## config.mk

```make
export PLATFORM = sky130hd
export DESIGN_NAME = falling_path_min_sum_core
export DESIGN_NICKNAME = d
export VERILOG_FILES = /design/src/sv/fpms_pkg.sv /design/src/sv/fpms_ram.sv /design/src/sv/fpms_queue.sv /design/src/sv/fpms_front.sv /design/src/sv/fpms_back.sv /design/src/sv/falling_path_min_sum_core.sv
export SDC_FILE = /design/constraint.sdc
export NUM_CORES = 2
export LEC_CHECK = 0
export BUFFER_PORTS_ARGS = -buffer_cell sky130_fd_sc_hd__buf_2
export CORE_UTILIZATION = 50
export CTS_BUF_LIST = sky130_fd_sc_hd__clkbuf_16
export DETAILED_ROUTE_END_ITERATION = 12
export PLACE_DENSITY = 0.65
export SYNTH_ARGS = -nofsm -noshare
export SYNTH_HDL_FRONTEND = slang
export SYNTH_SLANG_ARGS = --single-unit
export TNS_END_PERCENT = 30
```

## constraint.sdc

```tcl
create_clock -name clk -period 17.43 [get_ports clk]
set_clock_uncertainty 0.05 [all_clocks]
set_input_delay 3.486 -clock clk [delete_from_list [all_inputs] [get_ports clk]]
set_output_delay 3.486 -clock clk [all_outputs]
set_load 0.01 [all_outputs]
```

## src/sv/fpms_pkg.sv

```systemverilog
// Shared types and constants for the falling path minimum sum core.
// Depends on nothing; fpms_front, fpms_back, the top level and the testbench import it.
package fpms_pkg;

    localparam int CELL_W      = 16;
    localparam int SUM_W       = 22;
    localparam int SIZE_W      = 7;
    localparam int OUT_TDATA_W = 24;

    localparam logic [SIZE_W-1:0] SIZE_RESET = 7'd64;

    typedef logic signed [CELL_W-1:0] cell_t;
    typedef logic signed [SUM_W-1:0]  sum_t;

    localparam sum_t SUM_MAX = 22'sh1FFFFF;
    localparam sum_t SUM_MIN = 22'sh200000;

    // Per-cell classification made by the front end
    typedef struct packed {
        logic first_row;
        logic last_row;
        logic col_zero;
        logic last_col;
        logic has_right;
        logic read_next;
    } fpms_flags_t;

endpackage

```

## src/sv/fpms_ram.sv

```systemverilog
// Generic single-write, single-read RAM with registered read data.
// Depends on nothing.
module fpms_ram #(
    parameter int WIDTH = 22,
    parameter int DEPTH = 64,
    parameter int AW    = 6
) (
    input  logic             clk,
    input  logic             we,
    input  logic [AW-1:0]    waddr,
    input  logic [WIDTH-1:0] wdata,
    input  logic             re,
    input  logic [AW-1:0]    raddr,
    output logic [WIDTH-1:0] rdata
);

    logic [WIDTH-1:0] mem [DEPTH];

    always_ff @(posedge clk)
    begin
        if (we)
        begin
            mem[waddr] <= wdata;
        end
        if (re)
        begin
            rdata <= mem[raddr];
        end
    end

endmodule

```

## src/sv/fpms_queue.sv

```systemverilog
// Two-entry queue between the front end and the back end.
// Depends on nothing.
module fpms_queue #(
    parameter int W = 28
) (
    input  logic         clk,
    input  logic         rst_n,
    input  logic         in_valid,
    output logic         in_ready,
    input  logic [W-1:0] in_data,
    output logic         out_valid,
    input  logic         out_ready,
    output logic [W-1:0] out_data
);

    logic [W-1:0] slot_reg [2];
    logic         wr_ptr_reg, wr_ptr_next;
    logic         rd_ptr_reg, rd_ptr_next;
    logic [1:0]   count_reg, count_next;
    logic         push, pop;

    assign in_ready  = (count_reg != 2'd2);
    assign out_valid = (count_reg != 2'd0);
    assign out_data  = slot_reg[rd_ptr_reg];
    assign push      = in_valid && in_ready;
    assign pop       = out_valid && out_ready;

    always_comb
    begin
        wr_ptr_next = push ? ~wr_ptr_reg : wr_ptr_reg;
        rd_ptr_next = pop ? ~rd_ptr_reg : rd_ptr_reg;
        count_next  = count_reg;
        if (push && !pop)
        begin
            count_next = count_reg + 2'd1;
        end
        else if (pop && !push)
        begin
            count_next = count_reg - 2'd1;
        end
    end

    always_ff @(posedge clk or negedge rst_n)
    begin
        if (!rst_n)
        begin
            wr_ptr_reg <= 1'b0;
            rd_ptr_reg <= 1'b0;
            count_reg  <= 2'd0;
        end
        else
        begin
            wr_ptr_reg <= wr_ptr_next;
            rd_ptr_reg <= rd_ptr_next;
            count_reg  <= count_next;
        end
    end

    always_ff @(posedge clk)
    begin
        if (push)
        begin
            slot_reg[wr_ptr_reg] <= in_data;
        end
    end

`ifndef ASSERT_OFF
    a_count_range: assert property (@(posedge clk) disable iff (!rst_n)
        count_reg != 2'd3)
        else $error("queue count out of range");
    a_push_grows: assert property (@(posedge clk) disable iff (!rst_n)
        (push && !pop) |=> (count_reg == $past(count_reg) + 2'd1))
        else $error("push without pop did not grow the queue");
`endif

endmodule

```

## src/sv/fpms_front.sv

```systemverilog
// Front end: holds the size register, tracks row and column, classifies cells.
// Depends on fpms_pkg.
module fpms_front #(
    parameter int MAX_SIZE = 64,
    parameter int CW       = 6
) (
    input  logic                        clk,
    input  logic                        rst_n,
    input  logic                        cfg_we,
    input  logic [fpms_pkg::SIZE_W-1:0] cfg_wdata,
    input  logic                        in_valid,
    output logic                        in_ready,
    input  fpms_pkg::cell_t             in_cell,
    output logic                        push_valid,
    input  logic                        push_ready,
    output fpms_pkg::fpms_flags_t       push_flags,
    output fpms_pkg::cell_t             push_cell,
    output logic [CW-1:0]               push_col
);

    import fpms_pkg::*;

    logic [SIZE_W-1:0] size_reg;
    logic [CW-1:0]     col_reg, col_next;
    logic [CW-1:0]     row_reg, row_next;
    logic [CW-1:0]     n_last;
    logic [CW-1:0]     col_inc;
    logic              accept;

    // Clamp the size to 1..MAX_SIZE and keep n-1
    always_comb
    begin
        if (size_reg == '0)
        begin
            n_last = '0;
        end
        else if (32'(size_reg) > 32'(MAX_SIZE))
        begin
            n_last = CW'(MAX_SIZE - 1);
        end
        else
        begin
            n_last = CW'(32'(size_reg) - 32'd1);
        end
    end

    assign in_ready   = push_ready;
    assign push_valid = in_valid;
    assign push_cell  = in_cell;
    assign push_col   = col_reg;
    assign accept     = in_valid && push_ready;
    assign col_inc    = col_reg + CW'(1);

    always_comb
    begin
        push_flags.first_row = (row_reg == '0);
        push_flags.last_row  = (row_reg == n_last);
        push_flags.col_zero  = (col_reg == '0);
        push_flags.last_col  = (col_reg == n_last);
        push_flags.has_right = (col_reg != n_last);
        // Fetch the right neighbor for the following cell
        push_flags.read_next = (col_reg == n_last) ? (n_last != '0) : (col_inc != n_last);
    end

    always_comb
    begin
        col_next = col_reg;
        row_next = row_reg;
        if (accept)
        begin
            if (col_reg == n_last)
            begin
                col_next = '0;
                row_next = (row_reg == n_last) ? '0 : row_reg + CW'(1);
            end
            else
            begin
                col_next = col_inc;
            end
        end
        if (cfg_we)
        begin
            col_next = '0;
            row_next = '0;
        end
    end

    always_ff @(posedge clk or negedge rst_n)
    begin
        if (!rst_n)
        begin
            size_reg <= SIZE_RESET;
            col_reg  <= '0;
            row_reg  <= '0;
        end
        else
        begin
            if (cfg_we)
            begin
                size_reg <= cfg_wdata;
            end
            col_reg <= col_next;
            row_reg <= row_next;
        end
    end

`ifndef ASSERT_OFF
    a_matrix_wrap: assert property (@(posedge clk) disable iff (!rst_n)
        (accept && push_flags.last_row && push_flags.last_col)
        |=> (row_reg == '0 && col_reg == '0))
        else $error("front end did not restart after the final cell");
`endif

endmodule

```

## src/sv/fpms_back.sv

```systemverilog
// Back end: neighbor window, row store, path sum, running minimum, result register.
// Depends on fpms_pkg and fpms_ram.
module fpms_back #(
    parameter int MAX_SIZE = 64,
    parameter int CW       = 6
) (
    input  logic                  clk,
    input  logic                  rst_n,
    input  logic                  restart,
    input  logic                  in_valid,
    output logic                  in_ready,
    input  fpms_pkg::fpms_flags_t in_flags,
    input  fpms_pkg::cell_t       in_cell,
    input  logic [CW-1:0]         in_col,
    output logic                  m_valid,
    input  logic                  m_ready,
    output fpms_pkg::sum_t        m_sum
);

    import fpms_pkg::*;

    logic              pop;
    logic [CW-1:0]     raddr;
    logic [SUM_W-1:0]  rd_data;
    logic              fwd_valid_reg;
    sum_t              fwd_val_reg;
    sum_t              left_reg;
    sum_t              ctr_reg;
    sum_t              start_reg;
    sum_t              run_min_reg;
    sum_t              out_reg;
    logic              out_valid_reg;
    sum_t              right_val;
    sum_t              center;
    sum_t              best;
    logic signed [SUM_W:0] wide;
    sum_t              sum;
    sum_t              cand;

    assign in_ready = !out_valid_reg || m_ready;
    assign pop      = in_valid && in_ready;
    assign raddr    = in_flags.last_col ? CW'(1) : in_col + CW'(2);
    assign m_valid  = out_valid_reg;
    assign m_sum    = out_reg;

    fpms_ram #(
        .WIDTH (SUM_W),
        .DEPTH (MAX_SIZE),
        .AW    (CW)
    ) u_row_store (
        .clk   (clk),
        .we    (pop),
        .waddr (in_col),
        .wdata (sum),
        .re    (pop && in_flags.read_next),
        .raddr (raddr),
        .rdata (rd_data)
    );

    always_comb
    begin
        right_val = fwd_valid_reg ? fwd_val_reg : sum_t'(rd_data);
        center    = in_flags.col_zero ? start_reg : ctr_reg;
        best      = center;
        if (!in_flags.col_zero && left_reg < best)
        begin
            best = left_reg;
        end
        if (in_flags.has_right && right_val < best)
        begin
            best = right_val;
        end
        wide = {{(SUM_W + 1 - CELL_W){in_cell[CELL_W-1]}}, in_cell} + {best[SUM_W-1], best};
        if (in_flags.first_row)
        begin
            sum = {{(SUM_W - CELL_W){in_cell[CELL_W-1]}}, in_cell};
        end
        else if (wide[SUM_W] != wide[SUM_W-1])
        begin
            sum = wide[SUM_W] ? SUM_MIN : SUM_MAX;
        end
        else
        begin
            sum = wide[SUM_W-1:0];
        end
        cand = (sum < run_min_reg) ? sum : run_min_reg;
    end

    always_ff @(posedge clk or negedge rst_n)
    begin
        if (!rst_n)
        begin
            fwd_valid_reg <= 1'b0;
            run_min_reg   <= SUM_MAX;
            out_valid_reg <= 1'b0;
        end
        else
        begin
            if (out_valid_reg && m_ready)
            begin
                out_valid_reg <= 1'b0;
            end
            if (pop && in_flags.read_next)
            begin
                fwd_valid_reg <= (raddr == in_col);
            end
            if (pop && in_flags.last_row)
            begin
                if (in_flags.last_col)
                begin
                    out_valid_reg <= 1'b1;
                    run_min_reg   <= SUM_MAX;
                end
                else
                begin
                    run_min_reg <= cand;
                end
            end
            if (restart)
            begin
                run_min_reg <= SUM_MAX;
            end
        end
    end

    always_ff @(posedge clk)
    begin
        if (pop)
        begin
            left_reg <= center;
            ctr_reg  <= right_val;
            if (in_flags.col_zero)
            begin
                start_reg <= sum;
            end
            if (in_flags.read_next)
            begin
                fwd_val_reg <= sum;
            end
            if (in_flags.last_row && in_flags.last_col)
            begin
                out_reg <= cand;
            end
        end
    end

`ifndef ASSERT_OFF
    a_result_source: assert property (@(posedge clk) disable iff (!rst_n)
        $rose(out_valid_reg) |-> $past(pop && in_flags.last_row && in_flags.last_col))
        else $error("result raised without a final cell");
    a_final_makes_result: assert property (@(posedge clk) disable iff (!rst_n)
        (pop && in_flags.last_row && in_flags.last_col) |=> out_valid_reg)
        else $error("final cell did not produce a result");
    a_min_restart: assert property (@(posedge clk) disable iff (!rst_n)
        $rose(out_valid_reg) |-> (run_min_reg == SUM_MAX))
        else $error("running minimum not restarted after a result");
`endif

endmodule

```

## src/sv/falling_path_min_sum_core.sv

```systemverilog
// Top level of the falling path minimum sum core: front end, queue, back end.
// Depends on fpms_pkg, fpms_front, fpms_queue and fpms_back.
//
// Usage:
//   Stream the cells of an n x n signed matrix in row-major order on the
//   s_* channel, one cell per item. After the last cell of the last row the
//   core delivers one item on the m_* channel: the minimum falling path sum,
//   where each cell adds the smallest of its up to three neighbors above.
//   Write cfg_wdata with cfg_we to set n (0 acts as 1, values above
//   MAX_SIZE act as MAX_SIZE); a write restarts the matrix at row 0, column 0
//   and must only happen while the core is idle.
//   Throughput: one cell per cycle while no result waits on m_tready, set
//   by the single read port of the row store, which fetches one upper-right neighbor per cell.
//   Result path: the final cell is held in the queue until the back end
//   pops it, and the back end then registers the result and raises
//   m_tvalid.
//   Reset: n returns to 64, position returns to row 0, column 0; the row
//   store is not cleared since the first row of every matrix rewrites it.
//   Stall: while a result waits on m_tready, the back end holds; the two-entry
//   queue absorbs the cells in flight and then s_tready drops.
module falling_path_min_sum_core #(
    parameter int MAX_SIZE = 64
) (
    input  logic                             clk,
    input  logic                             rst_n,
    input  logic                             cfg_we,
    input  logic [fpms_pkg::SIZE_W-1:0]      cfg_wdata,  // matrix_size
    input  logic                             s_tvalid,
    output logic                             s_tready,
    input  logic [fpms_pkg::CELL_W-1:0]      s_tdata,    // [15:0] cell_value
    output logic                             m_tvalid,
    input  logic                             m_tready,
    output logic [fpms_pkg::OUT_TDATA_W-1:0] m_tdata     // [21:0] min_sum, [23:22] zero
);

    import fpms_pkg::*;

    // Column index width; also the row store address width
    localparam int CW = (MAX_SIZE > 1) ? $clog2(MAX_SIZE) : 1;
    localparam int FW = $bits(fpms_flags_t);
    localparam int QW = FW + CELL_W + CW;

    fpms_flags_t      push_flags, pop_flags;
    cell_t            push_cell, pop_cell;
    logic [CW-1:0]    push_col, pop_col;
    logic             push_valid, push_ready;
    logic             pop_valid, pop_ready;
    logic [QW-1:0]    push_data, pop_data;
    sum_t             result;

    // Classify each cell by its place in the matrix
    fpms_front #(
        .MAX_SIZE (MAX_SIZE),
        .CW       (CW)
    ) u_front (
        .clk        (clk),
        .rst_n      (rst_n),
        .cfg_we     (cfg_we),
        .cfg_wdata  (cfg_wdata),
        .in_valid   (s_tvalid),
        .in_ready   (s_tready),
        .in_cell    (cell_t'(s_tdata)),
        .push_valid (push_valid),
        .push_ready (push_ready),
        .push_flags (push_flags),
        .push_cell  (push_cell),
        .push_col   (push_col)
    );

    assign push_data = {push_flags, push_cell, push_col};
    assign {pop_flags, pop_cell, pop_col} = pop_data;

    // Decouple the two sides so a stalled result does not stop input at once
    fpms_queue #(
        .W (QW)
    ) u_queue (
        .clk       (clk),
        .rst_n     (rst_n),
        .in_valid  (push_valid),
        .in_ready  (push_ready),
        .in_data   (push_data),
        .out_valid (pop_valid),
        .out_ready (pop_ready),
        .out_data  (pop_data)
    );

    // Compute path sums against the previous row and hold the result
    fpms_back #(
        .MAX_SIZE (MAX_SIZE),
        .CW       (CW)
    ) u_back (
        .clk      (clk),
        .rst_n    (rst_n),
        .restart  (cfg_we),
        .in_valid (pop_valid),
        .in_ready (pop_ready),
        .in_flags (pop_flags),
        .in_cell  (pop_cell),
        .in_col   (pop_col),
        .m_valid  (m_tvalid),
        .m_ready  (m_tready),
        .m_sum    (result)
    );

    // Zero-fill the result to whole bytes
    assign m_tdata = {{(OUT_TDATA_W - SUM_W){1'b0}}, result};

endmodule

```

* Yosys cells after proc, flatten, opt, wreduce, memory -nomap -nowiden
Memories as Yosys holds them, arrays and structs flattened. A register that Yosys moved wholly into a read port is not among the register bits.
Cells that the tools add are included.
** Cells by class
- Bitwise operators :: 2
- Order comparisons :: 4
- Reduce and logical (&&, ||, !) cells :: 28
- Equality and inequality tests :: 7
- Add/sub/neg operators :: 7
- Mux-type cells :: 31
** Operator list (number)
- 22-bit 2-to-1 mux :: 11
- 22-bit less-than comparator :: 3
- 6-bit 2-to-1 mux :: 10
- 16-bit by 22-bit adder with 23-bit output :: 1
- 6-bit == test :: 3
- 6-bit by 1-bit adder with 6-bit output, second input constant :: 2
- 6-bit logical NOT :: 2
- 6-bit != test :: 2
- 1-bit logical AND :: 10
- 2-bit nonzero test :: 5
- 1-bit 2-to-1 mux :: 8
- 2-bit AND reduction :: 4
- 7-bit > comparator, second input constant :: 1
- 7-bit logical NOT :: 1
- 6-bit by 2-bit adder with 6-bit output, second input constant :: 1
- 6-bit nonzero test :: 1
- 6-bit by 1-bit subtractor with 6-bit output, second input constant :: 1
- 1-bit logical NOT :: 4
- 2-bit 2-to-1 mux :: 2
- 2-bit by 1-bit adder with 2-bit output, second input constant :: 1
- 2-bit != test, second input constant :: 1
- 1-bit NOT :: 2
- 2-bit by 1-bit subtractor with 2-bit output, second input constant :: 1
- 1-bit logical OR :: 1
- 1-bit != test :: 1
** Word-level totals
- Memories :: 2
- RAM bits :: 1464
- Flip-flop bits (word level) :: 157
- Input port bits :: 28
- Output and inout bits :: 26
- Logic and storage cells :: 95
** Memory list
- u_back.u_row_store.mem :: words 64, width 22, read ports 1, clocked after Yosys merged registers in 1, write ports 1, line fpms_ram.sv:17 : logic [WIDTH-1:0] mem [DEPTH];
- u_queue.slot_reg :: words 2, width 28, read ports 1, clocked after Yosys merged registers in 0, write ports 1, line fpms_queue.sv:16 : logic [W-1:0] slot_reg [2];

* Longest topological paths before layout
An unclocked memory read counts as a cell.
- Depth after elaboration :: 17
- Depth in mapped cells :: 54
- Depth with buffers taken out :: 45

* Hierarchy
From an unflattened synthesis, not the netlist that was laid out.
** Unflattened totals
- Cell total of the unflattened synthesis :: 3614
- Area, all modules :: 68215.4 um2
** By module, submodules not included
- fpms_ram :: area an instance 54481.0 um2, times used 1, cells each 2349, sequential area each 42941.2 um2
- fpms_back :: area an instance 9455.3 um2, times used 1, cells each 901, sequential area each 3930.0 um2
- fpms_queue :: area an instance 2262.2 um2, times used 1, cells each 105, sequential area each 1781.7 um2
- fpms_front :: area an instance 1998.2 um2, times used 1, cells each 256, sequential area each 476.7 um2
- falling_path_min_sum_core :: area an instance 18.8 um2, times used 1, cells each 3, sequential area each 0.0 um2

* Worst setup path after synthesis
OpenSTA, ideal clock, no wires.
- Kind :: reg-to-reg
- Start point :: register u_queue.rd_ptr_reg
- End point :: register u_back.out_reg[15] (netlist: u_back.m_sum[15]), data pin
- Library setup time :: 0.260 ns
- Path slack :: 4.738 ns
- Required time :: 17.120 ns
- Path buffers :: 7
- Period minus slack after synthesis :: 12.692 ns
- Arrival time :: 12.382 ns
- Stages on the path, launching flop included :: 52
- Path through :: dfrtp_1 buf_2 mux2i_4 clkbuf_1 mux2_2 inv_1 ha_1 a21o_1 a211oi_1 o21ai_0 a41o_1 a41oi_1 mux2i_2 clkbuf_1 nand2_1 o21ai_0 ha_1 a21o_1 [16 not listed] o221ai_2 a21oi_1 o211ai_1 and3_1 o21a_1 o21ai_0 ha_1 nand4_1 nor2_1 nand2_1 o211ai_1 and2_1 nor3_1 a21oi_2 buf_2 buf_2 nor3_1 a21oi_1
** On the way
- Word-level cells in the longest chain between the ends :: 14
- Elaborated cells on any way between the ends :: 16
- Classes of those cells :: add/sub: 1; order compare: 3; eq/ne: 1; mux: 7; reduce/logical: 3; memory: 1
** Ends and longest elaborated chain
- from (decl) :: line fpms_queue.sv:18 : logic rd_ptr_reg, rd_ptr_next;
- from (signal assigned) :: line fpms_queue.sv:54 : rd_ptr_reg <= rd_ptr_next;
- memory 2 x 28 bit *
- 22-bit 2-to-1 mux * :: line fpms_back.sv:63 : center = in_flags.col_zero ? start_reg : ctr_reg;
- net u_back.center[15] :: line fpms_back.sv:34 : sum_t center;
- 22-bit less-than comparator :: line fpms_back.sv:65 : if (!in_flags.col_zero && left_reg < best)
- 1-bit logical AND :: line fpms_back.sv:65
- 22-bit 2-to-1 mux * :: line fpms_back.sv:65
- 22-bit less-than comparator :: line fpms_back.sv:69 : if (in_flags.has_right && right_val < best)
- 1-bit logical AND :: line fpms_back.sv:69
- 22-bit 2-to-1 mux * :: line fpms_back.sv:69
- 16-bit by 22-bit adder with 23-bit output * :: line fpms_back.sv:73 : wide = {{(SUM_W + 1 - CELL_W){in_cell[CELL_W-1]}}, in_cell} + {best[SUM_W-1], best};
- 22-bit 2-to-1 mux / 1-bit != test (equally long branches) :: line fpms_back.sv:80, fpms_back.sv:78
- 22-bit 2-to-1 mux * :: line fpms_back.sv:78 : else if (wide[SUM_W] != wide[SUM_W-1])
- 22-bit 2-to-1 mux * :: line fpms_back.sv:74 : if (in_flags.first_row)
- net u_back.sum[20] :: line fpms_back.sv:37 : sum_t sum;
- 22-bit less-than comparator * :: line fpms_back.sv:86 : cand = (sum < run_min_reg) ? sum : run_min_reg;
- 22-bit 2-to-1 mux * :: line fpms_back.sv:86
- net u_back.cand[15] :: line fpms_back.sv:38 : sum_t cand;
- to (signal assigned) :: line fpms_back.sv:142 : out_reg <= cand;
- to (decl) :: line fpms_back.sv:31 : sum_t out_reg;
The timed path passes the listed nets; every way through them passes the cells marked *.
A chain may end at the register's enable or synchronous reset.

* Worst setup path in the final report
- Start point :: register u_queue.rd_ptr_reg
- End point :: register u_back.run_min_reg[10]
** On the way
- Word-level cells in the longest chain between the ends :: 17
- Elaborated cells on any way between the ends :: 21
- Classes of those cells :: add/sub: 1; order compare: 3; eq/ne: 1; mux: 10; reduce/logical: 5; memory: 1
** Ends and longest elaborated chain
- memory 2 x 28 bit *
- 22-bit 2-to-1 mux * :: line fpms_back.sv:63
- net u_back.center[15] :: line fpms_back.sv:34
- 22-bit less-than comparator :: line fpms_back.sv:65
- 1-bit logical AND :: line fpms_back.sv:65
- 22-bit 2-to-1 mux * :: line fpms_back.sv:65
- 22-bit less-than comparator :: line fpms_back.sv:69
- 1-bit logical AND :: line fpms_back.sv:69
- [3 not listed]
- 22-bit 2-to-1 mux * :: line fpms_back.sv:78
- 22-bit 2-to-1 mux * :: line fpms_back.sv:74
- net u_back.sum[19] :: line fpms_back.sv:37
- 22-bit less-than comparator * :: line fpms_back.sv:86
- 22-bit 2-to-1 mux * :: line fpms_back.sv:86
- 22-bit 2-to-1 mux * :: line fpms_back.sv:109 : if (in_flags.last_col)
- 22-bit 2-to-1 mux * :: line fpms_back.sv:107 : if (pop && in_flags.last_row)
- 22-bit 2-to-1 mux * :: line fpms_back.sv:119 : if (restart)
- to (signal assigned) :: line fpms_back.sv:116 : run_min_reg <= cand;
- to (decl) :: line fpms_back.sv:30 : sum_t run_min_reg;
The timed path passes the listed nets; every way through them passes the cells marked *. The select of a mux whose other input is x is not followed.

==> impl_metrics.yaml <==
timing:
  min_period_ns: 13.46
  relSlewSlack_pct: 12.7
  rsz0062_at_grt: "no"
  setup_viol: 0
  holdWs_ns: 0.459
  fmax_mhz: 74.3
  final.setup.tns_ns: 0
  hold_viol_final: 0
  report.final.slew_viol_count: 0
  fin_crit_sh_pct: 77.2
  tightest_slew_ns: 1.30
synth:
  yosysMostFrequentCell: "edfxtp_1"
  syn-cell-area_um2: 68000
  ys_seq_elements: 1643
  synthFlopType: "edfxtp_1"
  async_flop_share_pct: 2.86
  ys_top_cells_by_area: "edfxtp_1 71%, nand2_1 4.3%, mux2i_1 3.4%, a221oi_1 2.3%, a211oi_1 1.8%"
  ys_types: 76
  yosys_warnings: 0
  synth_edf_count: 1596
  synth_area_leader_cell: "edfxtp_1"
  synthTopCellsByCount: "1596 x edfxtp_1, 781 x nand2_1, 263 x clkbuf_1"
  synth_top_area_share_pct: 70.5
  syn_inst: 4795
  avgSynthCellArea_um2: 14.2
  yosysSeqAreaShare_pct: 72.3
setup_path:
  start_kind: "flip-flop"
  cp_max_fo: 69
  slowest_delay_ns: 0.61
  crit_required_ns: 18.10
  cp.arrival_ns: 14.13
  critPathKind: "flip-flop to flip-flop"
  crit_top_cell: "buf_4"
  path_buf_inv: 6
  end_kind: "flip-flop"
  crit_family: "compound AO/OA/AOI/OAI gates"
  slowest_stage: "mux2i_4"
  reg2reg_slack_ns: 3.97
floorplanning:
  core_um2: 134000
  dieArea_um2: 137000
  die_w_um: 371
  io_pins: 54
  fp.dieH_um: 371
  initial_utilization_pct: 50.7
  num_rows: 134
global_routing:
  grt_usage_pct: 26.1
  grt_first_pass_wirelength_mm: 265
  grt_pass1_vias: 40200
  antenna_found_initial: 1
  overflow: 0
  grt_max_degree: 149
clock_network:
  tritoncts: "built"
  numClockSinks: 1643
  cts-root-buf: "clkbuf_16"
  clkSlewWorstSetupHoldPaths_ns: 0.06
  ctsHoldBuffers: 0
  cts_buffer_depth: 3
  numCtsBuffers: 164
  cts.repair.resized: 0
  post_cts.repair.setup_buffers: 0
  clk_latency_ns: 0.80
  htree_levels: 4
drt:
  wl_mm: 181
  antenna_left: 0
  num_vias: 42100
  drc: 0
  vias_per_cell: 6.28
  wl_per_cell_um: 27.0
  drtIter0Drc: 5280
  first_pass_iters: 6
place:
  port_buffers: 51
  place_hpwl_mm: 94.2
  routabilityCongestion: 0.876
hold_path:
  hp-class: "flip-flop to flip-flop"
layout:
  areaGrowthSynthToFinish_pct: 11.6
  seqCellArea_um2: 49100
  multi_input_area_um2: 17700
  nFillCells: 10500
  drive_gt1_share_pct: 11.9
  fin_nets: 4924
  largest_reg_flops: 1408
  antenna_cells: 0
run_status:
  status: "finished, final reports clean"
job:
  cap_viol_max_count: 0
-- layout by cell type (no fill, tap or decap), types with 17 or more instances in the layout --
cell type | synthesis | layout
clkbuf_16 | 0 | 168
a211oi_1 | 161 | 160
xnor2_1 | 21 | 21
nor2_4 | 0 | 30
clkinv_1 | 0 | 43
xor2_1 | 17 | 17
and3_1 | 93 | 93
nor2_1 | 113 | 42
dfstp_2 | 22 | 22
buf_4 | 2 | 104
mux2_2 | 66 | 66
nor2_2 | 0 | 41
o21ai_0 | 65 | 59
nor3_1 | 22 | 21
a31oi_1 | 183 | 182
o22a_1 | 20 | 20
inv_1 | 89 | 122
clkinv_2 | 0 | 23
nand2_1 | 781 | 775
a21o_1 | 36 | 28
edfxtp_1 | 1596 | 1596
buf_2 | 12 | 51
nand3_1 | 206 | 206
ha_1 | 94 | 94
a21oi_1 | 141 | 140
a221oi_1 | 180 | 180
o22ai_1 | 178 | 178
dfrtp_1 | 25 | 25
mux2i_1 | 231 | 230
-- logic make-up (layout without fill, tap and decap cells) --
logic type	count (synthesis)	count (layout)	share of synthesized area, %
flip-flops	1643	1643	72.3
multiplexers	300	300	4.57
AO/OA/AOI/OAI	1010	1010	10.2
adder cells (fa/ha/maj)	97	97	1.79
buffers and inverters	416	550	2.39
AND/OR/NAND/NOR	1290	1290	8.22
other	1	2	0.00552
XOR/XNOR	38	38	0.490
-- cell type report --
type	count	area share (%)
clock buffers	168	5.54
clock inverters	127	1.28
inverters	91	0.457
multi-input cells	2737	23.4
flip-flops and latches	1643	64.8
well taps	1768	2.92
repair buffers	164	1.60
-- layer usage --
layer | track usage, % | wire (um) | vias up
met5 | 0 | 0 | -
met2 | 40.9 | 84700 | 1815
met3 | 4.73 | 14800 | 286
met1 | 36.8 | 76300 | 21300
met4 | 8.86 | 5400 | 0
li1 | - | - | 18600
-- path summary, 6_finish.rpt --
check	from	endpoint	depth (start not counted)
hold / removal	u_queue.count_reg[1]	u_queue.count_reg[1]	1
setup reg to reg	u_queue.rd_ptr_reg	u_back.run_min_reg[10]	49
min in group asynchronous	rst_n	u_back.fwd_valid_reg	2
setup / recovery	u_queue.rd_ptr_reg	u_back.run_min_reg[10]	49
hold reg to reg	u_queue.count_reg[1]	u_queue.count_reg[1]	1
max in group asynchronous	rst_n	u_front.size_reg[1]	2
-- worst register-to-register path, delay by kind of cell, from the launching register on --
kind | cells | cell delay, ns
compound gates | 24 | 5.76
fa+ha+maj | 5 | 1.77
flops | 1 | 0.40
simple gates | 10 | 2.13
mux | 4 | 1.38
buf+inv | 6 | 1.93
-- through the flow --
step	cell area, um^2	std cells	worst slack, ns	util, %
3_3_place_gp	70600	6403	4.41	52.7
6_report	75800	6698	3.97	56.5
3_5_place_dp	70600	6403	4.07	52.7
2_1_floorplan	68000	4796	4.74	-
5_1_grt	75800	6698	2.81	56.5
4_1_cts	75800	6698	3.98	56.5
Power is left out: the tool's default activity adds up to more than one toggle a clock period on the data nets, which glitch-free logic cannot reach.
